$ cat src/hdl/chs_pkg.sv
// Shared widths, constants, word types and the arctangent table of the direction sampler.
package chs_pkg;

   // fraction widths and core precision
   localparam int IN_FRAC_BITS     = 16;
   localparam int OUT_FRAC_BITS    = 14;
   localparam int CORE_BITS        = 30;
   localparam int CORDIC_STEPS_DEF = 16;

   // datapath widths
   localparam int R_W        = IN_FRAC_BITS + 1;
   localparam int REM_W      = IN_FRAC_BITS + 2;
   localparam int QUO_W      = CORE_BITS;
   localparam int CW         = 33;
   localparam int SQ_N_W     = 2 * CORE_BITS + 1;
   localparam int SQ_R_W     = 2 * CORE_BITS + 2;
   localparam int ROOT_STEPS = CORE_BITS + 1;

   // limit gain 0.60725... in Q.30
   localparam logic signed [CW-1:0] GAIN_Q30 = 33'sd652032874;

   // region codes, in eighths of a turn
   localparam logic [2:0] REGION_RIGHT  = 3'd0;
   localparam logic [2:0] REGION_TOP    = 3'd2;
   localparam logic [2:0] REGION_LEFT   = 3'd4;
   localparam logic [2:0] REGION_BOTTOM = 3'd6;

   // quarter-turn codes
   localparam logic [1:0] QUAD_0 = 2'd0;
   localparam logic [1:0] QUAD_1 = 2'd1;
   localparam logic [1:0] QUAD_2 = 2'd2;
   localparam logic [1:0] QUAD_3 = 2'd3;

   typedef struct packed {
      logic             valid;
      logic             center;
      logic             neg;
      logic [2:0]       region;
      logic [R_W-1:0]   r;
      logic [REM_W-1:0] rem;
      logic [QUO_W-1:0] quo;
   } div_word_type;

   typedef struct packed {
      logic                 valid;
      logic                 center;
      logic [1:0]           quad;
      logic [R_W-1:0]       r;
      logic signed [CW-1:0] x;
      logic signed [CW-1:0] y;
      logic signed [CW-1:0] z;
   } rot_word_type;

   typedef struct packed {
      logic              valid;
      logic              center;
      logic [SQ_N_W-1:0] n;
      logic [SQ_R_W-1:0] res;
      logic [15:0]       ox;
      logic [15:0]       oy;
   } root_word_type;

   // arctangent of 2^-i in 2^-32 turn, rounded to nearest
   function automatic logic [31:0] atan_turn(input logic [4:0] i);
      logic [31:0] a;
      case (i)
         5'd0:    a = 32'h20000000;
         5'd1:    a = 32'h12E4051E;
         5'd2:    a = 32'h09FB385B;
         5'd3:    a = 32'h051111D4;
         5'd4:    a = 32'h028B0D43;
         5'd5:    a = 32'h0145D7E1;
         5'd6:    a = 32'h00A2F61E;
         5'd7:    a = 32'h00517C55;
         5'd8:    a = 32'h0028BE53;
         5'd9:    a = 32'h00145F2F;
         5'd10:   a = 32'h000A2F98;
         5'd11:   a = 32'h000517CC;
         5'd12:   a = 32'h00028BE6;
         5'd13:   a = 32'h000145F3;
         5'd14:   a = 32'h0000A2FA;
         5'd15:   a = 32'h0000517D;
         5'd16:   a = 32'h000028BE;
         5'd17:   a = 32'h0000145F;
         5'd18:   a = 32'h00000A30;
         5'd19:   a = 32'h00000518;
         5'd20:   a = 32'h0000028C;
         5'd21:   a = 32'h00000146;
         5'd22:   a = 32'h000000A3;
         5'd23:   a = 32'h00000051;
         5'd24:   a = 32'h00000029;
         5'd25:   a = 32'h00000014;
         5'd26:   a = 32'h0000000A;
         5'd27:   a = 32'h00000005;
         5'd28:   a = 32'h00000003;
         5'd29:   a = 32'h00000001;
         5'd30:   a = 32'h00000001;
         default: a = 32'h00000000;
      endcase
      return a;
   endfunction

endpackage

$ cat src/hdl/chs_div_cell.sv
// One restoring-division cell: decides one quotient bit and hands the remainder on.
module chs_div_cell (
   input  logic                 clock,
   input  logic                 reset,
   input  logic                 en,
   input  chs_pkg::div_word_type word_i,
   output chs_pkg::div_word_type word_o
);

   chs_pkg::div_word_type word_ff, word_in;
   logic                          take;
   logic [chs_pkg::REM_W-1:0]     diff;

   // trial subtract, then shift the remainder up for the next bit
   always_comb begin
      take    = word_i.rem >= {1'b0, word_i.r};
      diff    = take ? (word_i.rem - {1'b0, word_i.r}) : word_i.rem;
      word_in = word_i;
      word_in.rem = {diff[chs_pkg::REM_W-2:0], 1'b0};
      word_in.quo = {word_i.quo[chs_pkg::QUO_W-2:0], take};
   end

   // advance when the chain moves
   always_ff @(posedge clock) begin
      if (reset) begin
         word_ff.valid <= 1'b0;
      end else if (en) begin
         word_ff <= word_in;
      end
   end

   assign word_o = word_ff;

endmodule

$ cat config.mk
export PLATFORM = sky130hd
export DESIGN_NAME = chs_div_cell
export DESIGN_NICKNAME = d
export VERILOG_FILES = /design/src/hdl/chs_pkg.sv /design/src/hdl/chs_div_cell.sv
export SDC_FILE = /design/constraint.sdc
export NUM_CORES = 1
export LEC_CHECK = 0
export BUFFER_PORTS_ARGS = -buffer_cell sky130_fd_sc_hd__buf_2
export CORE_MARGIN = 3
export CORE_UTILIZATION = 28
export DETAILED_ROUTE_END_ITERATION = 8
export HOLD_SLACK_MARGIN = 0.1
export PLACE_DENSITY = 0.55
export SLEW_MARGIN = 15
export SYNTH_ARGS = -nofsm -noshare
export SYNTH_HDL_FRONTEND = slang
export SYNTH_SLANG_ARGS = --single-unit
export TNS_END_PERCENT = 1
$ cat constraint.sdc
create_clock -name clock -period 4.8 [get_ports clock]
set_clock_uncertainty 0.15 [all_clocks]
set_input_delay 0.48 -clock clock [delete_from_list [all_inputs] [get_ports clock]]
set_output_delay 0.48 -clock clock [all_outputs]
set_load 0.02 [all_outputs]
# Yosys cells after proc, flatten, opt, wreduce, memory -nomap -nowiden
# Index checks and enable logic that the tools add are counted.
[classes] n_addsub=1 reduce_logical=1 n_bitwise=1 order_cmp=1 n_mux=1
[op_table] cell="$ge A18 B17 Y1" count=1
[op_table] cell="$mux W17" count=1
[op_table] cell="$sub A17 B17 Y17" count=1
[op_table] cell="$reduce_and A2 Y1" count=1
[op_table] cell="$not A1 Y1" count=1
[word_totals] register_bits=70 output_inout_bits=71 word_cells=12

# Longest topological paths before layout
[logic_depth] depth_word=2 depth_mapped=11

# Worst setup path after synthesis
# No wires, ideal clock.
[synth_path] path_kind="input-to-reg" start="input reset" end="register word_ff (netlist bit word_o[0]) (enable)" setup_ns=0.506 path_stages=1 path_slack_ns=0.582 t_required_ns=4.144 arrival_ns=3.562 cell_sequence="nor2b_1"
[synth_between] elab_chain_len=2
[synth_lines] element="from (decl)" line="chs_div_cell.sv:4" text="input logic reset,"
[synth_lines] element="$not A1 Y1 (no source line)"
[synth_lines] element="$reduce_and A2 Y1 (no source line)"
[synth_lines] element="to (signal assigned)" line="chs_div_cell.sv:28" text="word_ff <= word_in;"
[synth_lines] element="to (decl)" line="chs_div_cell.sv:10" text="chs_pkg::div_word_type word_ff, word_in;"
# Every way passes these cells.
# A chain may end at the register's enable or synchronous reset.

# Worst setup path in the final report
[layout_path] start="input word_i[30] in the netlist's numbering" end="register word_ff (netlist bit word_o[42]) (data pin)"
[layout_between] elab_chain_len=2 word_cells_on_any_way=3 classes_between="1 x add/sub; 1 x order compare; 1 x mux"
[layout_lines] element="from (decl)" line="chs_div_cell.sv:6" text="input chs_pkg::div_word_type word_i,"
[layout_lines] element="$sub A17 B17 Y17 / $ge A18 B17 Y1 (equally long branches)" line="chs_div_cell.sv:17, chs_div_cell.sv:16"
[layout_lines] element="$mux W17 *" line="chs_div_cell.sv:17" text="diff = take ? (word_i.rem - {1'b0, word_i.r}) : word_i.rem;"
[layout_lines] element="via diff (one bit)" line="chs_div_cell.sv:12" text="logic [chs_pkg::REM_W-1:0] diff;"
# Mark *: on every way through the listed nets, which the timed path passes. The rest lies on a longest branch.

==> out/metrics.cfg <==
[logic_synthesis]
synth_top_area_frac = 0.642
synth-edff-count = 69
synthCells = 240
async_flop_share = 0
synth_area_mm2 = 0.00323
synth_ff_type = edfxtp_1
postSynthAreaPerCell_um2 = 13.5
synth-seq-area-share = 0.648
yosys_register_bits = 70
yosys-top-cells-count = 69 x edfxtp_1, 23 x inv_1, 23 x nand2_1
yosysMostFrequentCell = edfxtp_1
yosys_warnings = 0
synth_cell_types = 46
yosys.area.top_type = edfxtp_1
synthesis.nets = 332
synth_area_leaders = edfxtp_1 64%, ha_1 6.6%, inv_1 2.7%, nand2_1 2.7%, a21oi_1 2.0%

[clocking]
h-tree-depth = 3
insertion_delay_ps = 330
path_clk_slew_ps = 60
ctsHoldBuffers = 0
clock_sinks = 70
cts_buffers = 9
clk_path_buf_depth = 2
post_cts_resized = 0
cts_setup_buffers = 0
cts_root_buf = clkbuf_16
cts_tree = done

[global_route]
overflow = 0
grt_pass1_vias = 2424
grt_max_degree = 31
track_usage = 0.124
antenna_found_initial = 1
grt_pass1_wl_um = 12400

[finish]
syn_to_final_growth_pct = 37.7
n_fill_cell = 1074
n_antenna_cell = 0
fin_cells = 537
nets = 484
final_layout_size_suffix_gt1_frac = 0.433
largest_reg_flops = 70

[detailed_routing]
vias = 2431
drc = 0
wirelength_um = 7990
viasPerCell = 4.53
firstDrtPassIters = 4
routedWlPerCell_um = 14.9
drtIter0Drc = 122
ant_nets = 0

[pwr]
power.density_mw_per_mm2 = 395
ir_drop_mv = 0.196
power_frac_seq = 0.421
combPwrFrac = 0.167
p_int_mw = 1.30
power_frac_clock = 0.412
p_sw_frac = 0.259
leakage_nw = 1.93
switchingPower_mw = 0.455
p_total_mw = 1.76

[placement]
gp_congestion = 0.771
dp.cells = 521
dp_hpwl_um = 6300
dp_slack_ps = 1410
io_buffers = 142

[timing]
setup_violations = 0
tightest_slew_ps = 686
relSlewSlack = 0.541
hold_viol = 0
rsz0062_at_grt = false
fmax_mhz = 336
setup_tns_ps = 0
post-route-min-period_ps = 2970
finalCritPeriodShare = 0.619
setup_ws_ps = 1830
slew_viol_final = 0

[die]
core-area_mm2 = 0.0110
dieArea_mm2 = 0.0129
io_pins = 145
num_rows = 38
dieHeight_um = 113
start_util = 0.293
die_x_um = 113

[critical_path]
cp_max_fo = 20
critPathLaunchType = input port
crit_path_start = word_i[30]
cp-end-kind = register
required_ps = 4720
cp_data_arrival_time_ps = 2890
timing.rr.start = word_o[70]$_SDFFE_PP0P_
critical_path_class = in -> reg

[hold_path]
hold_path.class = in -> reg
hold_start = word_i[21]

[run]
maxCapViolCount = 0

[run_status]
status = finished clean

logic make-up after synthesis:
| family | count (synthesis) | share of synthesized area |
|---|---|---|
| flops | 70 | 0.648 |
| compound gates | 59 | 0.127 |
| simple gates | 52 | 0.0798 |
| buf+inv | 27 | 0.0353 |
| fa+ha+maj | 18 | 0.0721 |
| xor+xnor | 10 | 0.0271 |
| mux | 3 | 0.00969 |
| other cells | 1 | 0.00116 |
final timing paths:
path	to	slack, ps	cells after the start
setup reg to reg	word_o[70]$_SDFFE_PP0P_	4070	2
hold / removal	word_o[22]$_DFFE_PP_	170	1
setup / recovery	word_o[42]$_DFFE_PP_	1830	11
hold reg to reg	word_o[70]$_SDFFE_PP0P_	350	2
worst max-delay path, cell delays in order:
cell	delay (ps)
buf_2	100
inv_1	50
ha_1	150
inv_1	50
fa_1	410
a21oi_1	340
or3_4	230
a2111oi_4	80
nor3_4	540
buf_4	350
o31ai_1	110
per-layer routing:
metal / wire (um) / global-route usage / vias to the layer above
met5: 13 / 0 / -
met1: 3470 / 0.155 / 1111
met2: 3570 / 0.199 / 115
li1: - / - / 1193
met3: 846 / 0.0483 / 10
met4: 84 / 0.0385 / 2
layout by cell type (no fill, tap or decap), types with 4 or more instances in the layout:
cell type and count:
buf_2 142, ha_1 17, o21ai_1 12, o21ai_0 8, nor2_1 7, a21oi_1 13, edfxtp_1 69, xor2_1 5
nor3_1 4, xnor2_1 5, nand2_1 23, a21o_1 6, inv_1 23, clkbuf_16 9
power groups by stage:
stage	Combinational, mW	Clock [mW]	Sequential [mW]
after floorplan	0.130	0	0.817
after global placement	0.296	0	0.752
after detailed placement	0.299	0	0.753
after CTS	0.300	0.745	0.741
after global routing	0.326	0.778	0.744
final	0.294	0.723	0.740
area by class of cell:
class | instances | area [um2] | share of cell area
sequential | 70 | 2090 | 0.470
multi-input combinational | 143 | 1040 | 0.233
timing repair buffer | 145 | 733 | 0.165
clock buffer | 10 | 229 | 0.0515
tap | 140 | 175 | 0.0394
clock inverter | 6 | 93.8 | 0.0211
inverter | 23 | 86.3 | 0.0194
through the flow:
stage | hold WS (ps) | instance area (um2) | util
2_1_floorplan | 402 | 3230 | -
3_3_place_gp | 321 | 4120 | 0.374
3_5_place_dp | 345 | 4120 | 0.374
4_1_cts | 161 | 4450 | 0.403
5_1_grt | 159 | 4450 | 0.403
6_report | 173 | 4450 | 0.403
Power figures use the tool's default switching activity.
