### src/hdl/chs_pkg.sv
// Shared widths, constants, word types and the arctangent table of the direction sampler.
package chs_pkg;

   // fraction widths and core precision
   localparam int IN_FRAC_BITS     = 16;
   localparam int OUT_FRAC_BITS    = 14;
   localparam int CORE_BITS        = 30;
   localparam int CORDIC_STEPS_DEF = 16;

   // datapath widths
   localparam int R_W        = IN_FRAC_BITS + 1;
   localparam int REM_W      = IN_FRAC_BITS + 2;
   localparam int QUO_W      = CORE_BITS;
   localparam int CW         = 33;
   localparam int SQ_N_W     = 2 * CORE_BITS + 1;
   localparam int SQ_R_W     = 2 * CORE_BITS + 2;
   localparam int ROOT_STEPS = CORE_BITS + 1;

   // limit gain 0.60725... in Q.30
   localparam logic signed [CW-1:0] GAIN_Q30 = 33'sd652032874;

   // region codes, in eighths of a turn
   localparam logic [2:0] REGION_RIGHT  = 3'd0;
   localparam logic [2:0] REGION_TOP    = 3'd2;
   localparam logic [2:0] REGION_LEFT   = 3'd4;
   localparam logic [2:0] REGION_BOTTOM = 3'd6;

   // quarter-turn codes
   localparam logic [1:0] QUAD_0 = 2'd0;
   localparam logic [1:0] QUAD_1 = 2'd1;
   localparam logic [1:0] QUAD_2 = 2'd2;
   localparam logic [1:0] QUAD_3 = 2'd3;

   typedef struct packed {
      logic             valid;
      logic             center;
      logic             neg;
      logic [2:0]       region;
      logic [R_W-1:0]   r;
      logic [REM_W-1:0] rem;
      logic [QUO_W-1:0] quo;
   } div_word_type;

   typedef struct packed {
      logic                 valid;
      logic                 center;
      logic [1:0]           quad;
      logic [R_W-1:0]       r;
      logic signed [CW-1:0] x;
      logic signed [CW-1:0] y;
      logic signed [CW-1:0] z;
   } rot_word_type;

   typedef struct packed {
      logic              valid;
      logic              center;
      logic [SQ_N_W-1:0] n;
      logic [SQ_R_W-1:0] res;
      logic [15:0]       ox;
      logic [15:0]       oy;
   } root_word_type;

   // arctangent of 2^-i in 2^-32 turn, rounded to nearest
   function automatic logic [31:0] atan_turn(input logic [4:0] i);
      logic [31:0] a;
      case (i)
         5'd0:    a = 32'h20000000;
         5'd1:    a = 32'h12E4051E;
         5'd2:    a = 32'h09FB385B;
         5'd3:    a = 32'h051111D4;
         5'd4:    a = 32'h028B0D43;
         5'd5:    a = 32'h0145D7E1;
         5'd6:    a = 32'h00A2F61E;
         5'd7:    a = 32'h00517C55;
         5'd8:    a = 32'h0028BE53;
         5'd9:    a = 32'h00145F2F;
         5'd10:   a = 32'h000A2F98;
         5'd11:   a = 32'h000517CC;
         5'd12:   a = 32'h00028BE6;
         5'd13:   a = 32'h000145F3;
         5'd14:   a = 32'h0000A2FA;
         5'd15:   a = 32'h0000517D;
         5'd16:   a = 32'h000028BE;
         5'd17:   a = 32'h0000145F;
         5'd18:   a = 32'h00000A30;
         5'd19:   a = 32'h00000518;
         5'd20:   a = 32'h0000028C;
         5'd21:   a = 32'h00000146;
         5'd22:   a = 32'h000000A3;
         5'd23:   a = 32'h00000051;
         5'd24:   a = 32'h00000029;
         5'd25:   a = 32'h00000014;
         5'd26:   a = 32'h0000000A;
         5'd27:   a = 32'h00000005;
         5'd28:   a = 32'h00000003;
         5'd29:   a = 32'h00000001;
         5'd30:   a = 32'h00000001;
         default: a = 32'h00000000;
      endcase
      return a;
   endfunction

endpackage

### src/hdl/chs_sqrt_cell.sv
// One integer square-root cell: tries one result bit and hands the rest on.
module chs_sqrt_cell #(
   parameter int STEP = 0
) (
   input  logic                  clock,
   input  logic                  reset,
   input  logic                  en,
   input  chs_pkg::root_word_type word_i,
   output chs_pkg::root_word_type word_o
);

   localparam int SHIFT = 2 * (chs_pkg::ROOT_STEPS - 1 - STEP);
   localparam logic [chs_pkg::SQ_R_W:0] BIT = (chs_pkg::SQ_R_W + 1)'(1) << SHIFT;

   chs_pkg::root_word_type       word_ff, word_in;
   logic [chs_pkg::SQ_R_W:0]     sum;
   logic [chs_pkg::SQ_R_W:0]     diff;

   // subtract the trial square where it fits
   always_comb begin
      sum     = {1'b0, word_i.res} + BIT;
      diff    = {2'b00, word_i.n} - sum;
      word_in = word_i;
      if ({2'b00, word_i.n} >= sum) begin
         word_in.n   = diff[chs_pkg::SQ_N_W-1:0];
         word_in.res = (word_i.res >> 1) + BIT[chs_pkg::SQ_R_W-1:0];
      end else begin
         word_in.res = word_i.res >> 1;
      end
   end

   always_ff @(posedge clock) begin
      if (reset) begin
         word_ff.valid <= 1'b0;
      end else if (en) begin
         word_ff <= word_in;
      end
   end

   assign word_o = word_ff;

endmodule

### config.mk
export PLATFORM = sky130hd
export DESIGN_NAME = chs_sqrt_cell
export DESIGN_NICKNAME = d
export VERILOG_FILES = /design/src/hdl/chs_pkg.sv /design/src/hdl/chs_sqrt_cell.sv
export SDC_FILE = /design/constraint.sdc
export NUM_CORES = 1
export LEC_CHECK = 0
export BUFFER_PORTS_ARGS = -buffer_cell sky130_fd_sc_hd__buf_2
export CORE_MARGIN = 2
export CORE_UTILIZATION = 57
export CTS_BUF_LIST = sky130_fd_sc_hd__clkbuf_4 sky130_fd_sc_hd__clkbuf_8
export DETAILED_ROUTE_END_ITERATION = 10
export HOLD_SLACK_MARGIN = 0.15
export PLACE_DENSITY = 0.92
export SYNTH_ARGS = -nofsm -noshare
export SYNTH_HDL_FRONTEND = slang
export SYNTH_SLANG_ARGS = --single-unit
### constraint.sdc
create_clock -name clock -period 23.4 [get_ports clock]
set_input_delay 4.68 -clock clock [delete_from_list [all_inputs] [get_ports clock]]
set_output_delay 4.68 -clock clock [all_outputs]
set_load 0.01 [all_outputs]
Word level (Yosys, flattened, before mapping) --
Index checks and enable logic that the tools add are counted.
Operators by class: bitwise gates (word level) 1, multiplexer cells 2, magnitude comparators 1, reduce and logical (&&, ||, !) cells 1, add/sub/neg operators 3
Operators with widths (number):
- $mux 61 | 2
- $add 62x61->63 const B | 1
- $ge 61x63->1 | 1
- $add 61x61->62 const B | 1
- $sub 61x61->61 | 1
- $reduce_and 2->1 | 1
- $not 1->1 | 1
Word-level totals: logic and storage cells 15, output and inout port bits 157, register bits 157

Longest topological paths before layout --
word-level depth 3, mapped depth 14, depth with buffers taken out 12

Least setup slack after synthesis --
OpenSTA, ideal clock, no wires.
kind input port to flip-flop, start point input port reset, end point register word_ff (netlist bit word_o[0]) (enable), arrival 11.594 ns, slack 11.111 ns, library setup time 0.695 ns, stages 1, required time 22.705 ns, cells stage by stage nor2b_1
On the way: longest elaborated chain between the ends 2
Ends and longest elaborated chain:
- start: declaration | RTL line chs_sqrt_cell.sv:6 | input logic reset,
- $not 1->1 (no source line)
- $reduce_and 2->1 (no source line)
- end signal: assignment | RTL line chs_sqrt_cell.sv:36 | word_ff <= word_in;
- end: declaration | RTL line chs_sqrt_cell.sv:15 | chs_pkg::root_word_type word_ff, word_in;
Every way passes these cells. A chain may end at the register's enable or synchronous reset.

==> impl_metrics.ini <==
[run_status]
outcome = finished clean

[clocking]
cts_resized = 0
post_cts_buffers = 0
htreeDepth = 4
insertion_delay_ns = 0.46
tritoncts = yes
clkTransAtPathRegs_ns = 0.09
hold_buffers = 0
cts.sinks = 157
cts_made_buffers = 17
clockBufferDepth = 2
cts-root-buf = clkbuf_8

[setup_path]
path_class = in -> reg
critPathBufInv = 2
reg2reg_to = word_o[156]$_SDFFE_PP0P_
crit_chain = buf_2 -> inv_1 -> ha_1 -> a21oi_4 -> nand2_1 -> or3_1 -> o211ai_2 -> nand2_2 -> a21oi_4 -> o2111a_2 -> or2_4 -> mux2_4
crit_slowest_cell = or2_4
cpMostUsedCell = a21oi_4
critical_path_arrival_ns = 8.34
cp-startpoint = word_i[41]
cpPeakStageDelay_ns = 0.89
rr_worst_depth = 2
worstPathRequired_ns = 23.61
crit_family = simple AND/OR/NAND/NOR gates
cp-end-kind = flip-flop
r2r-start = word_o[156]$_SDFFE_PP0P_
r2r_setup_slack_ns = 22.82
start_kind = input port
worst-path-max-fanout = 62

[place]
portBuffers = 316
place_area_um2 = 11400
dp_slack_ns = 14.77
dpl.hpwl_um = 19500
gp_congestion = 0.893

[final_layout]
n_fill_cell = 1187
regArea_um2 = 4700
drive_gt1_frac = 0.348
nets = 1396
largest_reg_flops = 157
area_delta_synth_final_pct = 21.1
multi_input_area_um2 = 4520
final_cell_area_um2 = 11800

[timing]
setup_viol = 0
tns_ns = 0
fin_skew_ns = 0
grt_setup_unrepaired = false
finalHoldViolations = 0
period_minus_slack_ns = 8.13
finalWorstSetupSlack_ns = 15.27
relSlewSlack = 0.218
fmax_mhz = 123
fin_crit_sh = 0.347
worstMarginPinSlew_ns = 1.17
slew_viol_final = 0

[floorplan]
core_um2 = 16600
initial_utilization = 0.586
rows = 47
die_y_um = 135
io_pins = 317
die-area_um2 = 18200
die_w_um = 135

[synthesis]
ys_warn_count = 0
synth_most_common_cell = edfxtp_1
synth_area_leader_cell = edfxtp_1
ys_types = 65
avgSynthCellArea_um2 = 11.1
synth_area_um2 = 9760
yosysTopAreaCellShare = 0.480
seq_area_frac_synth = 0.482
syn_nets = 1106
synth_common_cells = edfxtp_1 (156), inv_1 (73), a21oi_1 (67), ha_1 (63), o21ai_0 (62)
synth_edf_count = 156
synthFlopType = edfxtp_1
async_reset_ff_frac = 0
ys_ff_latch = 157
ys_top_cells_by_area = edfxtp_1 (48%), ha_1 (8.1%), mux2_4 (6.2%)
syn_inst = 882

[routing]
avgRoutedWirePerCell_um = 18.3
firstDrtPassIters = 8
drt_iter0_drc = 863
drc = 0
vias_per_cell = 5.81
via_count = 8183
ant_nets = 0
wl_um = 25800

[global_route]
grt_pass1_wl_um = 39200
grt_overflow = 0
grt_max_degree = 75
antenna_found_initial = 3
first_global_vias = 8005
grt_use_total = 0.275

[hold_path]
worstHoldStart = word_o[156]$_SDFFE_PP0P_
worstHoldPathType = reg -> reg
min_to = word_o[156]$_SDFFE_PP0P_
holdPathStages = 2

[power]
ir_worst_vdd_v = 0.0000357
power_density_nw_per_um2 = 63.1
p_leak_uw = 0.00535

[job]
maxCapViolCount = 0
## layer usage
layer | vias to the layer above | part of all wire | global-route usage
met1 | 3830 | 0.39 | 0.328
met5 | - | 0 | 0
met4 | 0 | 0.030 | 0.113
met3 | 71 | 0.082 | 0.0593
met2 | 436 | 0.50 | 0.483
li1 | 3846 | - | -
## worst max-delay path by stage
stage	end	slack, ns	cells past startpoint
finish	word_o[112]$_DFFE_PP_	15.27	12
floorplan	word_o[0]$_DFFE_PP_	11.11	1
CTS	word_o[97]$_DFFE_PP_	15.26	12
global route	word_o[97]$_DFFE_PP_	15.03	12
global placement	word_o[99]$_DFFE_PP_	14.90	12
detailed placement	word_o[97]$_DFFE_PP_	14.77	12
## report_power, final
group | internal [µW] | total, µW | leakage [µW] | switching [µW]
logic | 77.3 | 185 | 0.00365 | 107
registers | 332 | 337 | 0.00147 | 4.96
clock network | 111 | 224 | 0.000222 | 113
total | 520 | 745 | 0.00535 | 225
## worst reg2reg max path, delay by kind of cell (launching register included)
kind | cells | cell delay (ns)
flops | 1 | 0.32
mux | 1 | 0.12
simple gates | 1 | 0.05
## metrics by stage
stage,hold slack (ns),std cells,total power (µW),util
6_report,0.507,1408,745,0.710
5_1_grt,0.574,1407,776,0.710
4_1_cts,0.505,1405,747,0.709
3_5_place_dp,0.483,1373,524,0.683
3_3_place_gp,0.478,1373,519,0.683
2_1_floorplan,0.528,882,467,-
## kinds of logic (layout without fill, tap and decap cells)
family | count (synthesis) | in the layout | share of synthesized area
muxes | 48 | 48 | 0.0705
other | 0 | 3 | 0
AOI/OAI and AO/OA | 247 | 247 | 0.164
DFF | 157 | 157 | 0.482
xor gates and xnor gates | 53 | 53 | 0.0476
and+or+nand+nor | 193 | 193 | 0.0977
buffers and inverters | 120 | 423 | 0.0556
adders and majority gates | 64 | 64 | 0.0828
## cell type report
| class | count | area share |
|---|---|---|
| inverter | 73 | 0.0232 |
| clock buffer | 18 | 0.0204 |
| sequential | 157 | 0.398 |
| tap | 220 | 0.0233 |
| clock inverter | 14 | 0.0164 |
| multi-input combinational | 605 | 0.383 |
| timing repair buffer | 318 | 0.135 |
| antenna | 3 | 0.000635 |
## cells in the final DEF (no fill, tap or decap), types with 13 or more instances in the layout
cell type | synthesis | routed
a21o_1 | 31 | 31
a21oi_1 | 67 | 67
buf_2 | 20 | 316
clkbuf_8 | 0 | 17
edfxtp_1 | 156 | 156
ha_1 | 63 | 63
inv_1 | 73 | 73
mux2_4 | 40 | 40
nand2_1 | 48 | 48
nand3_1 | 17 | 17
nand4_1 | 22 | 22
nor2_1 | 49 | 49
o21ai_0 | 62 | 62
o21bai_1 | 13 | 13
xnor2_1 | 38 | 38
xor2_1 | 15 | 15
(Power assumes the default switching activity.)
