$ cat src/hdl/chs_pkg.sv
// Shared widths, constants, word types and the arctangent table of the direction sampler.
package chs_pkg;

   // fraction widths and core precision
   localparam int IN_FRAC_BITS     = 16;
   localparam int OUT_FRAC_BITS    = 14;
   localparam int CORE_BITS        = 30;
   localparam int CORDIC_STEPS_DEF = 16;

   // datapath widths
   localparam int R_W        = IN_FRAC_BITS + 1;
   localparam int REM_W      = IN_FRAC_BITS + 2;
   localparam int QUO_W      = CORE_BITS;
   localparam int CW         = 33;
   localparam int SQ_N_W     = 2 * CORE_BITS + 1;
   localparam int SQ_R_W     = 2 * CORE_BITS + 2;
   localparam int ROOT_STEPS = CORE_BITS + 1;

   // limit gain 0.60725... in Q.30
   localparam logic signed [CW-1:0] GAIN_Q30 = 33'sd652032874;

   // region codes, in eighths of a turn
   localparam logic [2:0] REGION_RIGHT  = 3'd0;
   localparam logic [2:0] REGION_TOP    = 3'd2;
   localparam logic [2:0] REGION_LEFT   = 3'd4;
   localparam logic [2:0] REGION_BOTTOM = 3'd6;

   // quarter-turn codes
   localparam logic [1:0] QUAD_0 = 2'd0;
   localparam logic [1:0] QUAD_1 = 2'd1;
   localparam logic [1:0] QUAD_2 = 2'd2;
   localparam logic [1:0] QUAD_3 = 2'd3;

   typedef struct packed {
      logic             valid;
      logic             center;
      logic             neg;
      logic [2:0]       region;
      logic [R_W-1:0]   r;
      logic [REM_W-1:0] rem;
      logic [QUO_W-1:0] quo;
   } div_word_type;

   typedef struct packed {
      logic                 valid;
      logic                 center;
      logic [1:0]           quad;
      logic [R_W-1:0]       r;
      logic signed [CW-1:0] x;
      logic signed [CW-1:0] y;
      logic signed [CW-1:0] z;
   } rot_word_type;

   typedef struct packed {
      logic              valid;
      logic              center;
      logic [SQ_N_W-1:0] n;
      logic [SQ_R_W-1:0] res;
      logic [15:0]       ox;
      logic [15:0]       oy;
   } root_word_type;

   // arctangent of 2^-i in 2^-32 turn, rounded to nearest
   function automatic logic [31:0] atan_turn(input logic [4:0] i);
      logic [31:0] a;
      case (i)
         5'd0:    a = 32'h20000000;
         5'd1:    a = 32'h12E4051E;
         5'd2:    a = 32'h09FB385B;
         5'd3:    a = 32'h051111D4;
         5'd4:    a = 32'h028B0D43;
         5'd5:    a = 32'h0145D7E1;
         5'd6:    a = 32'h00A2F61E;
         5'd7:    a = 32'h00517C55;
         5'd8:    a = 32'h0028BE53;
         5'd9:    a = 32'h00145F2F;
         5'd10:   a = 32'h000A2F98;
         5'd11:   a = 32'h000517CC;
         5'd12:   a = 32'h00028BE6;
         5'd13:   a = 32'h000145F3;
         5'd14:   a = 32'h0000A2FA;
         5'd15:   a = 32'h0000517D;
         5'd16:   a = 32'h000028BE;
         5'd17:   a = 32'h0000145F;
         5'd18:   a = 32'h00000A30;
         5'd19:   a = 32'h00000518;
         5'd20:   a = 32'h0000028C;
         5'd21:   a = 32'h00000146;
         5'd22:   a = 32'h000000A3;
         5'd23:   a = 32'h00000051;
         5'd24:   a = 32'h00000029;
         5'd25:   a = 32'h00000014;
         5'd26:   a = 32'h0000000A;
         5'd27:   a = 32'h00000005;
         5'd28:   a = 32'h00000003;
         5'd29:   a = 32'h00000001;
         5'd30:   a = 32'h00000001;
         default: a = 32'h00000000;
      endcase
      return a;
   endfunction

endpackage

$ cat src/hdl/chs_cordic_cell.sv
// One CORDIC rotation cell with a fixed shift and arctangent.
module chs_cordic_cell #(
   parameter int STEP = 0
) (
   input  logic                 clock,
   input  logic                 reset,
   input  logic                 en,
   input  chs_pkg::rot_word_type word_i,
   output chs_pkg::rot_word_type word_o
);

   localparam logic [31:0] ANGLE = chs_pkg::atan_turn(5'(STEP % 32));

   chs_pkg::rot_word_type                word_ff, word_in;
   logic signed [chs_pkg::CW-1:0]        xs, ys, ang;

   // rotate toward zero residual angle
   always_comb begin
      xs      = word_i.x >>> STEP;
      ys      = word_i.y >>> STEP;
      ang     = $signed({1'b0, ANGLE});
      word_in = word_i;
      if (!word_i.z[chs_pkg::CW-1]) begin
         word_in.x = word_i.x - ys;
         word_in.y = word_i.y + xs;
         word_in.z = word_i.z - ang;
      end else begin
         word_in.x = word_i.x + ys;
         word_in.y = word_i.y - xs;
         word_in.z = word_i.z + ang;
      end
   end

   always_ff @(posedge clock) begin
      if (reset) begin
         word_ff.valid <= 1'b0;
      end else if (en) begin
         word_ff <= word_in;
      end
   end

   assign word_o = word_ff;

endmodule

$ cat config.mk
export PLATFORM = sky130hd
export DESIGN_NAME = chs_cordic_cell
export DESIGN_NICKNAME = d
export VERILOG_FILES = /design/src/hdl/chs_pkg.sv /design/src/hdl/chs_cordic_cell.sv
export SDC_FILE = /design/constraint.sdc
export NUM_CORES = 1
export LEC_CHECK = 0
export ABC_AREA = 0
export BUFFER_PORTS_ARGS = -buffer_cell sky130_fd_sc_hd__buf_2
export CORE_MARGIN = 5
export CORE_UTILIZATION = 50
export CTS_BUF_LIST = sky130_fd_sc_hd__clkbuf_4 sky130_fd_sc_hd__clkbuf_8 sky130_fd_sc_hd__clkbuf_16
export DETAILED_ROUTE_END_ITERATION = 8
export GPL_ROUTABILITY_DRIVEN = 0
export PLACE_DENSITY = 0.76
export SYNTH_ARGS = -nofsm -noshare
export SYNTH_HDL_FRONTEND = slang
export SYNTH_SLANG_ARGS = --single-unit
$ cat constraint.sdc
create_clock -name clock -period 13.75 [get_ports clock]
set_clock_uncertainty 0.15 [all_clocks]
set_input_delay 2.75 -clock clock [delete_from_list [all_inputs] [get_ports clock]]
set_output_delay 2.75 -clock clock [all_outputs]
set_load 0.01 [all_outputs]
After elaboration in Yosys (flattened, before gate mapping)
Cells that the tools add are included.
{"block": "word_totals", "ff_bits": 120, "in_bits": 123}
{"block": "classes", "n_addsub": 5, "n_mux": 1, "n_bitwise": 1, "n_reduce_logical": 1}
{"cell": "2-to-1 mux 99 bit", "count": 1}
{"cell": "subtractor 33 bit", "count": 2}
{"cell": "adder 33 x 31 -> 33 bit, second input constant", "count": 1}
{"cell": "adder 33 bit", "count": 1}
{"cell": "subtractor 33 x 31 -> 33 bit, second input constant", "count": 1}
{"cell": "AND reduction 2 bit", "count": 1}
{"cell": "inverter 1 bit", "count": 1}

Logic depth before layout (Yosys ltp)
Gate-level depths: netlist (run 1).
{"block": "logic_depth", "ltp_word": 2, "ltp_mapped": 13}

Worst setup path before layout (run 1)
Ideal clock, no wire load.
{"block": "synth_path", "path_type": "input-to-reg", "start": "input reset", "end": "register word_ff (netlist bit word_o[0]), enable pin", "arrival_ps": 7990, "slack_ps": 4997, "stages": 1, "path_buffers": 0, "cell_sequence": "nor2b_1"}
{"block": "synth_between", "elab_chain_cells": 2}
{"element": "start, declared", "line": "chs_cordic_cell.sv:6", "text": "input logic reset,"}
{"element": "inverter 1 bit (no source line)"}
{"element": "AND reduction 2 bit (no source line)"}
{"element": "end signal, assigned", "line": "chs_cordic_cell.sv:38", "text": "word_ff <= word_in;"}
{"element": "end, declared", "line": "chs_cordic_cell.sv:14", "text": "chs_pkg::rot_word_type word_ff, word_in;"}
Every way passes these cells.
A chain may end at the register's enable or synchronous reset.

==> metrics.md, run 1 <==
| Metric | Value |
|---|---|
| DP Area | 10600 µm² |
| Reg2Reg Setup Slack | between 10 and 15 ns |
| Final wirelength | approximately 27 mm |
| Clock latency on the worst-skew pair | 0.41 ns |
| Critical path cell sequence | buf_2 -> inv_1 -> ha_1 -> and2_1 -> nand4_1 -> a211o_1 -> a21oi_1 -> and3b_1 -> o41ai_1 -> a2111oi_0 -> a21oi_1 -> o31ai_1 -> xnor2_1 |
| Predominant post-synthesis flop cell | sky130_fd_sc_hd__edfxtp_1 |
| Cell seen most often among critical-path stages | sky130_fd_sc_hd__a21oi_1 |
| Number of buffers and inverters on the critical path | 2 |
| Area used by sequential logic in the layout | 3560 µm² |
| Number of buffers created by CTS | 17 |
| Total DRC errors in the routed layout | 0 |
| Vias per cell | ~6 |
| Chip width | 146 µm |
| Antenna violations before repair | 0 |
| Maximum buffer depth of the clock tree | 2 |
| Post-cts gate resize count | 0 |
| Row cnt | approximately 50 |
| Relative slew slack | around two fifths |
| Setup repair after global routing missed its margin | false |
| Master cell of the clock root buffer | sky130_fd_sc_hd__clkbuf_16 |
| Global-route wire length before repair | between 40 and 50 mm |
| Cell count after synthesis | approximately 980 |
| Number of max-cap violations | 0 |
| Endpoint required time on the critical path | between 10 and 15 ns |
| Number of global-route vias before repair | around 8000 |
| Utilization after layout | ~60% |
| Depth of the worst hold-timing path | 2 |
| Overall power of the completed layout | roughly 1200 µW |
| Number of filler cells placed in the layout | approximately 1500 |
| Post-Synthesis Net Count | between 1000 and 1500 |
| Final setup violation count | 0 |
| Share of post-route cells with drive strength above 1 | 24.7% |
| Iteration-0 DRC count of the detailed router | 1083 |
| Final critical-path required period | 5.98 ns |
| Mean cell area of the mapped netlist | 9.38 µm² |
| I/O pin cnt | roughly 240 |
| Static power due to leakage | 0.00500 µW |
| Nature of the critical path endpoint | register |
| Run status | completed |
| Async SR Flop Fraction | 0% |
| Crit Path Class | in -> reg |
| Core area | between 15000 and 20000 µm² |
| Power per unit of standard cell area | roughly 110 nW/µm² |
| Ratio of final minimum period to clock period | between 40 and 50% |
| Die Outline Area | approximately 21000 µm² |
| TritonRoute pass-1 iters | 6 |
| Count of cells along the worst register-to-register path | 2 |
| Setup tns final | 0 ns |
| Max incr delay on CP | roughly 0.69 ns |
| Tightest Hold Check Type | reg -> reg |
| Initial cell density of the core | a little over 50% |
| CTS tree | yes |
| Critical path startpoint category | primary input |
| Total count of max-transition violations in the final report | 0 |
| Maximum number of pins on one net before global-route repair | 85 |
| Synth warn | 0 |
| Sequential share of the synthesized area | 38.7% |
| CP arrival | between 5 and 6 ns |
| Aggregate global routing overflow | 0 |
| WP depth | 13 |
| Total of flip-flops plus latches after synthesis | about 120 |
| Y dimension of the die | between 100 and 150 µm |
| Count of endpoints failing hold in the final timing report | 0 |
| Unique masters post-synth | 80 |
| GRT Resource Usage Total | between 20% and 30% |
| Maximum level of the CTS H-tree | 4 |
| N_diodes | 0 |
| Slew at the pin closest to its max-slew limit | about 0.92 ns |
| Worst path slowest cell | sky130_fd_sc_hd__o41ai_1 |
| Routed wirelength normalized by instance count | 18.9 µm |
| Number of buffers inserted by port buffering | about 240 |
| Number of enable-type register cells in the synthesized netlist | around 120 |
| Delay-heaviest family, CP | compound AO/OA/AOI/OAI gates |
| Area added between synthesis and finish | 20.8% |
| Crit Path Max Fanout | 12 |
| Layout net count | between 1000 and 1500 |
| Worst VDD drop | a little over 60 µV |
| Area of the multi-input gates | 5070 µm² |
| HPWL after DPL | between 20 and 25 mm |
| Min Hold Slack | 0.361 ns |
| Peak Freq | ~0.17 GHz |
| Post-Layout Inst Area | 11100 µm² |
| Final antenna-violating net count | 0 |
| Clock Pin Slew Worst Setup and Hold Paths | about 0.06 ns |
| Count of hold-fix buffers inserted at cts | 0 |
| Number of clock sinks | approximately 120 |
| Post-synthesis instance area | about 9000 µm² |
| Number of setup buffers added after CTS | 0 |
| Largest register FFs | between 100 and 150 |
| Vias after detailed routing | 8453 |
area by class of cell:
type / instances / area share (%)
multi-input cells: 715 / 45.5
flip-flops and latches: 119 / 32.0
repair buffers: 246 / 11.1
clock buffers: 18 / 3.89
inverters: 105 / 3.58
well taps: 229 / 2.57
clock inverters: 14 / 1.36
per-layer routing:
metal / global-route usage, % / share of wire, % / routed length, µm / vias to the layer above
li1: - / - / - / 3953
met2: 40.6 / 46 / 12700 / 580
met5: 0 / 0 / 0 / -
met4: 8.64 / 2.5 / 677 / 0
met1: 32.8 / 41 / 11200 / 3860
met3: 5.51 / 10 / 2820 / 60
power breakdown:
| group | total [µW] | switching [µW] | internal [µW] | leakage [µW] |
|---|---|---|---|---|
| combinational | 353 | 220 | 134 | 0.00360 |
| clock | 438 | 168 | 270 | 0.000284 |
| sequential | 457 | 9.66 | 447 | 0.00112 |
| total | 1250 | 397 | 851 | 0.00500 |
layout by cell type (no fill, tap or decap), types with 9 or more instances in the layout:
cell type                   netlist  routed
sky130_fd_sc_hd__o211ai_1        10      10
sky130_fd_sc_hd__nor2b_1         12      11
sky130_fd_sc_hd__nor2_1          91      91
sky130_fd_sc_hd__nor3_1          13      13
sky130_fd_sc_hd__mux2i_1         11      11
sky130_fd_sc_hd__nand2_1         47      47
sky130_fd_sc_hd__a31oi_1         12      12
sky130_fd_sc_hd__edfxtp_1       118     118
sky130_fd_sc_hd__xnor2_1         58      58
sky130_fd_sc_hd__o21ai_0         48      48
sky130_fd_sc_hd__nand2b_1        11      11
sky130_fd_sc_hd__o31ai_1         13      13
sky130_fd_sc_hd__inv_1          101     101
sky130_fd_sc_hd__a21oi_1        115     115
sky130_fd_sc_hd__and2_1           9       9
sky130_fd_sc_hd__o21bai_1        16      16
sky130_fd_sc_hd__buf_2           14     242
sky130_fd_sc_hd__nand3_1         17      17
sky130_fd_sc_hd__a21o_1          19      19
sky130_fd_sc_hd__ha_1            98      98
sky130_fd_sc_hd__clkbuf_16        0      17
synth_stat cells (3+ instances only):
cell type,n,share of area [%]
sky130_fd_sc_hd__nor3_1,13,0.71
sky130_fd_sc_hd__o31ai_1,13,1.1
sky130_fd_sc_hd__a21oi_1,115,6.2
sky130_fd_sc_hd__fa_1,4,0.87
sky130_fd_sc_hd__nor2_1,91,3.7
sky130_fd_sc_hd__o21ai_0,48,2.6
sky130_fd_sc_hd__nand4_1,6,0.41
sky130_fd_sc_hd__o2111ai_1,3,0.29
sky130_fd_sc_hd__inv_1,101,4.1
sky130_fd_sc_hd__xnor2_1,58,5.5
sky130_fd_sc_hd__a221oi_1,4,0.38
sky130_fd_sc_hd__o41ai_1,5,0.48
sky130_fd_sc_hd__a21o_1,19,1.5
sky130_fd_sc_hd__nand2b_1,11,0.75
sky130_fd_sc_hd__a221oi_2,3,0.49
sky130_fd_sc_hd__a21boi_0,5,0.41
sky130_fd_sc_hd__edfxtp_1,118,38
sky130_fd_sc_hd__a211oi_1,6,0.49
sky130_fd_sc_hd__and2_1,9,0.61
sky130_fd_sc_hd__buf_1,5,0.20
sky130_fd_sc_hd__nand3_1,17,0.92
sky130_fd_sc_hd__mux2i_1,11,1.2
sky130_fd_sc_hd__clkbuf_1,22,0.90
sky130_fd_sc_hd__o21ai_1,6,0.33
sky130_fd_sc_hd__or3_1,3,0.20
sky130_fd_sc_hd__ha_1,98,13
sky130_fd_sc_hd__nor4_1,5,0.34
sky130_fd_sc_hd__xor2_1,6,0.57
sky130_fd_sc_hd__buf_2,14,0.76
sky130_fd_sc_hd__o21a_1,5,0.41
sky130_fd_sc_hd__nor2b_1,12,0.81
sky130_fd_sc_hd__o21bai_1,16,1.3
sky130_fd_sc_hd__o211ai_1,10,0.81
sky130_fd_sc_hd__a211o_1,5,0.48
sky130_fd_sc_hd__a31oi_1,12,0.81
sky130_fd_sc_hd__nand2_1,47,1.9
metrics by stage:
stage          std cells  setup slack (ns)
2_1_floorplan        983              5.00
3_3_place_gp        1414              7.52
3_5_place_dp        1414              7.43
4_1_cts             1446              7.85
5_1_grt             1446              7.59
6_report            1446              7.77
path summary, 6_finish.rpt:
path | to | startpoint
setup / recovery | word_o[97]$_DFFE_PP_ | word_i[38]
hold / removal | word_o[119]$_SDFFE_PP0P_ | word_o[119]$_SDFFE_PP0P_
setup reg to reg | word_o[119]$_SDFFE_PP0P_ | word_o[119]$_SDFFE_PP0P_
hold reg to reg | word_o[119]$_SDFFE_PP0P_ | word_o[119]$_SDFFE_PP0P_
cell families after synthesis:
logic type,synth area share [%]
buffers and inverters,6.47
and+or+nand+nor,11.7
xor gates and xnor gates,6.08
AOI/OAI and AO/OA,21.7
adders and majority gates,14.2
DFF,38.7
muxes,1.19
worst reg2reg max path, stage by stage, from the launching register on:
cell and delay, ns:
sky130_fd_sc_hd__dfxtp_1 0.30, sky130_fd_sc_hd__mux2i_1 0.14, sky130_fd_sc_hd__nor2_1 0.06
(Power assumes the default switching activity.)
==> inputs of run 2 (changes only) <==
--- a/config.mk
+++ b/config.mk
@@ -8,11 +8,11 @@
 export ABC_AREA = 0
 export BUFFER_PORTS_ARGS = -buffer_cell sky130_fd_sc_hd__buf_2
 export CORE_MARGIN = 5
-export CORE_UTILIZATION = 50
+export CORE_UTILIZATION = 49
 export CTS_BUF_LIST = sky130_fd_sc_hd__clkbuf_4 sky130_fd_sc_hd__clkbuf_8 sky130_fd_sc_hd__clkbuf_16
 export DETAILED_ROUTE_END_ITERATION = 8
 export GPL_ROUTABILITY_DRIVEN = 0
-export PLACE_DENSITY = 0.76
+export PLACE_DENSITY = 0.78
 export SYNTH_ARGS = -nofsm -noshare
 export SYNTH_HDL_FRONTEND = slang
 export SYNTH_SLANG_ARGS = --single-unit
==> constraint.sdc (replaced) <==
create_clock -name clock -period 5.4 [get_ports clock]
set_clock_uncertainty 0.15 [all_clocks]
set_input_delay 1.08 -clock clock [delete_from_list [all_inputs] [get_ports clock]]
set_output_delay 1.08 -clock clock [all_outputs]
set_load 0.01 [all_outputs]
==> run 2 against run 1 <==
Net effect: clock power grew to 2.6 times the previous value; die area is 1.9% higher; clock-buffer cell count is 1 lower; global-route usage is 1.1 points lower; via count is 0.19% lower; largest power group unchanged.
==> metrics.md, run 2 (same netlist as run 1, synthesis figures left out) <==
| Metric | Value |
|---|---|
| Clock Pin Slew Worst Setup and Hold Paths | 0.05 ns (about the same) |
| Worst VDD drop | 166 µV (+170%) |
| Vias per cell | 5.82 (-0.46%) |
| Aggregate global routing overflow | 0 (unchanged) |
| Master cell of the clock root buffer | sky130_fd_sc_hd__clkbuf_16 |
| Critical path cell sequence | buf_2 -> inv_1 -> ha_1 -> and2_1 -> a221oi_2 -> a21oi_1 -> nor3_1 -> nor4_1 -> nor4_2 -> o221ai_1 -> nand2b_1 -> a32oi_1 -> xor2_1 |
| Post-cts gate resize count | 0 (unchanged) |
| Routed wirelength normalized by instance count | 18.4 µm (-2.8%) |
| Tightest Hold Check Type | reg -> reg |
| Layout net count | 1429 (unchanged) |
| WP depth | 13 (unchanged) |
| Power per unit of standard cell area | 288 nW/µm² (+160%) |
| Initial cell density of the core | 49.4% (-1.5 points) |
| Antenna violations before repair | 0 (unchanged) |
| CTS tree | yes |
| Delay-heaviest family, CP | simple AND/OR/NAND/NOR gates |
| Final wirelength | 26.7 mm (-2.5%) |
| TritonRoute pass-1 iters | 6 (unchanged) |
| Peak Freq | about 0.23 GHz |
| Chip width | 147 µm (+0.95%) |
| Area added between synthesis and finish | 21.1% |
| Worst path slowest cell | sky130_fd_sc_hd__nor3_1 |
| Endpoint required time on the critical path | 5.40 ns (-8.35 ns) |
| Static power due to leakage | 0.00501 µW (+0.12%) |
| HPWL after DPL | 20.9 mm (-2.3%) |
| Nature of the critical path endpoint | register |
| Run status | completed |
| Fin cells | 1450 (+0.28%) |
| FF-to-FF End | word_o[119]$_SDFFE_PP0P_ |
| Ratio of final minimum period to clock period | around four fifths |
| Vias after detailed routing | 8437 (-0.19%) |
| I/O pin cnt | 243 (unchanged) |
| Die Outline Area | 21700 µm² (+1.9%) |
| Maximum buffer depth of the clock tree | 2 (unchanged) |
| Total count of max-transition violations in the final report | 0 (unchanged) |
| Number of global-route vias before repair | 7955 (-0.45%) |
| Relative slew slack | 39.3% (+0.53 points) |
| Critical path capture point | word_o[96]$_DFFE_PP_ |
| Reg2Reg Setup Slack | 4.67 ns (-8.33 ns) |
| Global-route wire length before repair | 41.8 mm (-3.1%) |
| Number of setup buffers added after CTS | 0 (unchanged) |
| Share of post-route cells with drive strength above 1 | 24.6% (-0.062 points) |
| Largest register FFs | 119 (unchanged) |
| Number of buffers inserted by port buffering | 242 (unchanged) |
| GRT Resource Usage Total | 23.8% (-1.1 points) |
| Slew at the pin closest to its max-slew limit | 0.910 ns (-0.00797 ns) |
| Maximum number of pins on one net before global-route repair | 84 (-1.2%) |
| Total DRC errors in the routed layout | 0 (unchanged) |
| Placed cell count | 1419 (+0.35%) |
| Final setup violation count | 0 (unchanged) |
| Count of endpoints failing hold in the final timing report | 0 (unchanged) |
| Max incr delay on CP | 0.62 ns (-0.07 ns) |
| Number of buffers created by CTS | 17 (unchanged) |
| Count of hold-fix buffers inserted at cts | 0 (unchanged) |
| Crit Path Class | in -> reg |
| Iteration-0 DRC count of the detailed router | 919 (-15%) |
| Count of cells along the worst register-to-register path | 2 (unchanged) |
| N_diodes | 0 (unchanged) |
| Number of clock sinks | 119 (unchanged) |
| Clock latency on the worst-skew pair | 0.41 ns (about the same) |
| Most frequent standard cell in the layout excluding fill and tap cells | sky130_fd_sc_hd__buf_2 |
| Setup tns final | 0 ns (unchanged) |
| Row cnt | 50 (+2.0%) |
| Post-Layout Inst Area | 11200 µm² (+0.21%) |
| DP Area | 10600 µm² (about the same) |
| CP arrival | 4.29 ns (-1.69 ns) |
| Most frequent cells in the layout | sky130_fd_sc_hd__buf_2 (242), sky130_fd_sc_hd__edfxtp_1 (118), sky130_fd_sc_hd__a21oi_1 (115) |
| Startpoint of the worst setup timing path | word_i[38] |
| Final antenna-violating net count | 0 (unchanged) |
| Startpoint of the lowest-slack register-to-register path | word_o[119]$_SDFFE_PP0P_ |
| Y dimension of the die | 147 µm (+0.95%) |
| Number of max-cap violations | 0 (unchanged) |
| Final critical-path required period | 4.29 ns |
| Maximum level of the CTS H-tree | 4 (unchanged) |
| Critical path startpoint category | primary input |
| Setup repair after global routing missed its margin | false |
| Core area | 18600 µm² (+3.1%) |
| Number of buffers and inverters on the critical path | 2 (unchanged) |
| Crit Path Max Fanout | 12 (unchanged) |
[run 2: cell types whose count changed in the layout (fill, tap and decap cells not counted), sizes merged]
cell,previous run,this run
clkinv,10,8
inv,105,106
clkbuf,18,17
bufinv,2,3
[run 2: area by class of cell]
cell class	count	area [µm²]
fillers	1599	7480
multi-input cells	715	5070
flip-flops and latches	119	3560
repair buffers	246	1240
clock buffers	17	425
inverters	105	399
well taps	234	293
clock inverters	14	176
[run 2: where the power goes]
part / switching [µW] / internal, µW
sequential: 22.9 / 1140
combinational: 558 / 341
clock: 426 / 727
[run 2: layer usage]
metal / global-route usage [%] / vias to the layer above / wire (µm)
met4: 9.51 / 0 / 963
met5: 0 / - / 0
met2: 38.2 / 549 / 12100
met1: 31.3 / 3856 / 10900
met3: 5.52 / 77 / 2680
li1: - / 3955 / -
[run 2: worst min-delay path by stage]
stage,start,end,slack [ns],depth (start not counted)
floorplan,word_o[119]$_SDFFE_PP0P_,word_o[119]$_SDFFE_PP0P_,0.38,2
global placement,word_o[119]$_SDFFE_PP0P_,word_o[119]$_SDFFE_PP0P_,0.32,2
detailed placement,word_o[119]$_SDFFE_PP0P_,word_o[119]$_SDFFE_PP0P_,0.34,2
CTS,word_o[119]$_SDFFE_PP0P_,word_o[119]$_SDFFE_PP0P_,0.36,2
global route,word_o[119]$_SDFFE_PP0P_,word_o[119]$_SDFFE_PP0P_,0.40,2
finish,word_o[119]$_SDFFE_PP0P_,word_o[119]$_SDFFE_PP0P_,0.35,2
[run 2: through the flow]
stage          setup slack, ns  utilization (%)  total power (µW)  hold slack, ns
2_1_floorplan            0.656                -              1760           0.378
3_3_place_gp             0.798             56.7              2050           0.323
3_5_place_dp             0.844             56.7              2060           0.344
4_1_cts                   1.25             59.9              3220           0.357
5_1_grt                  0.952             59.9              3370           0.400
6_report                  1.11             59.9              3210           0.345
[run 2: worst min-delay path, stage by stage, from the launching register on]
cell and delay (ns):
sky130_fd_sc_hd__dfxtp_1 0.32, sky130_fd_sc_hd__mux2i_1 0.06, sky130_fd_sc_hd__nor2_1 0.08
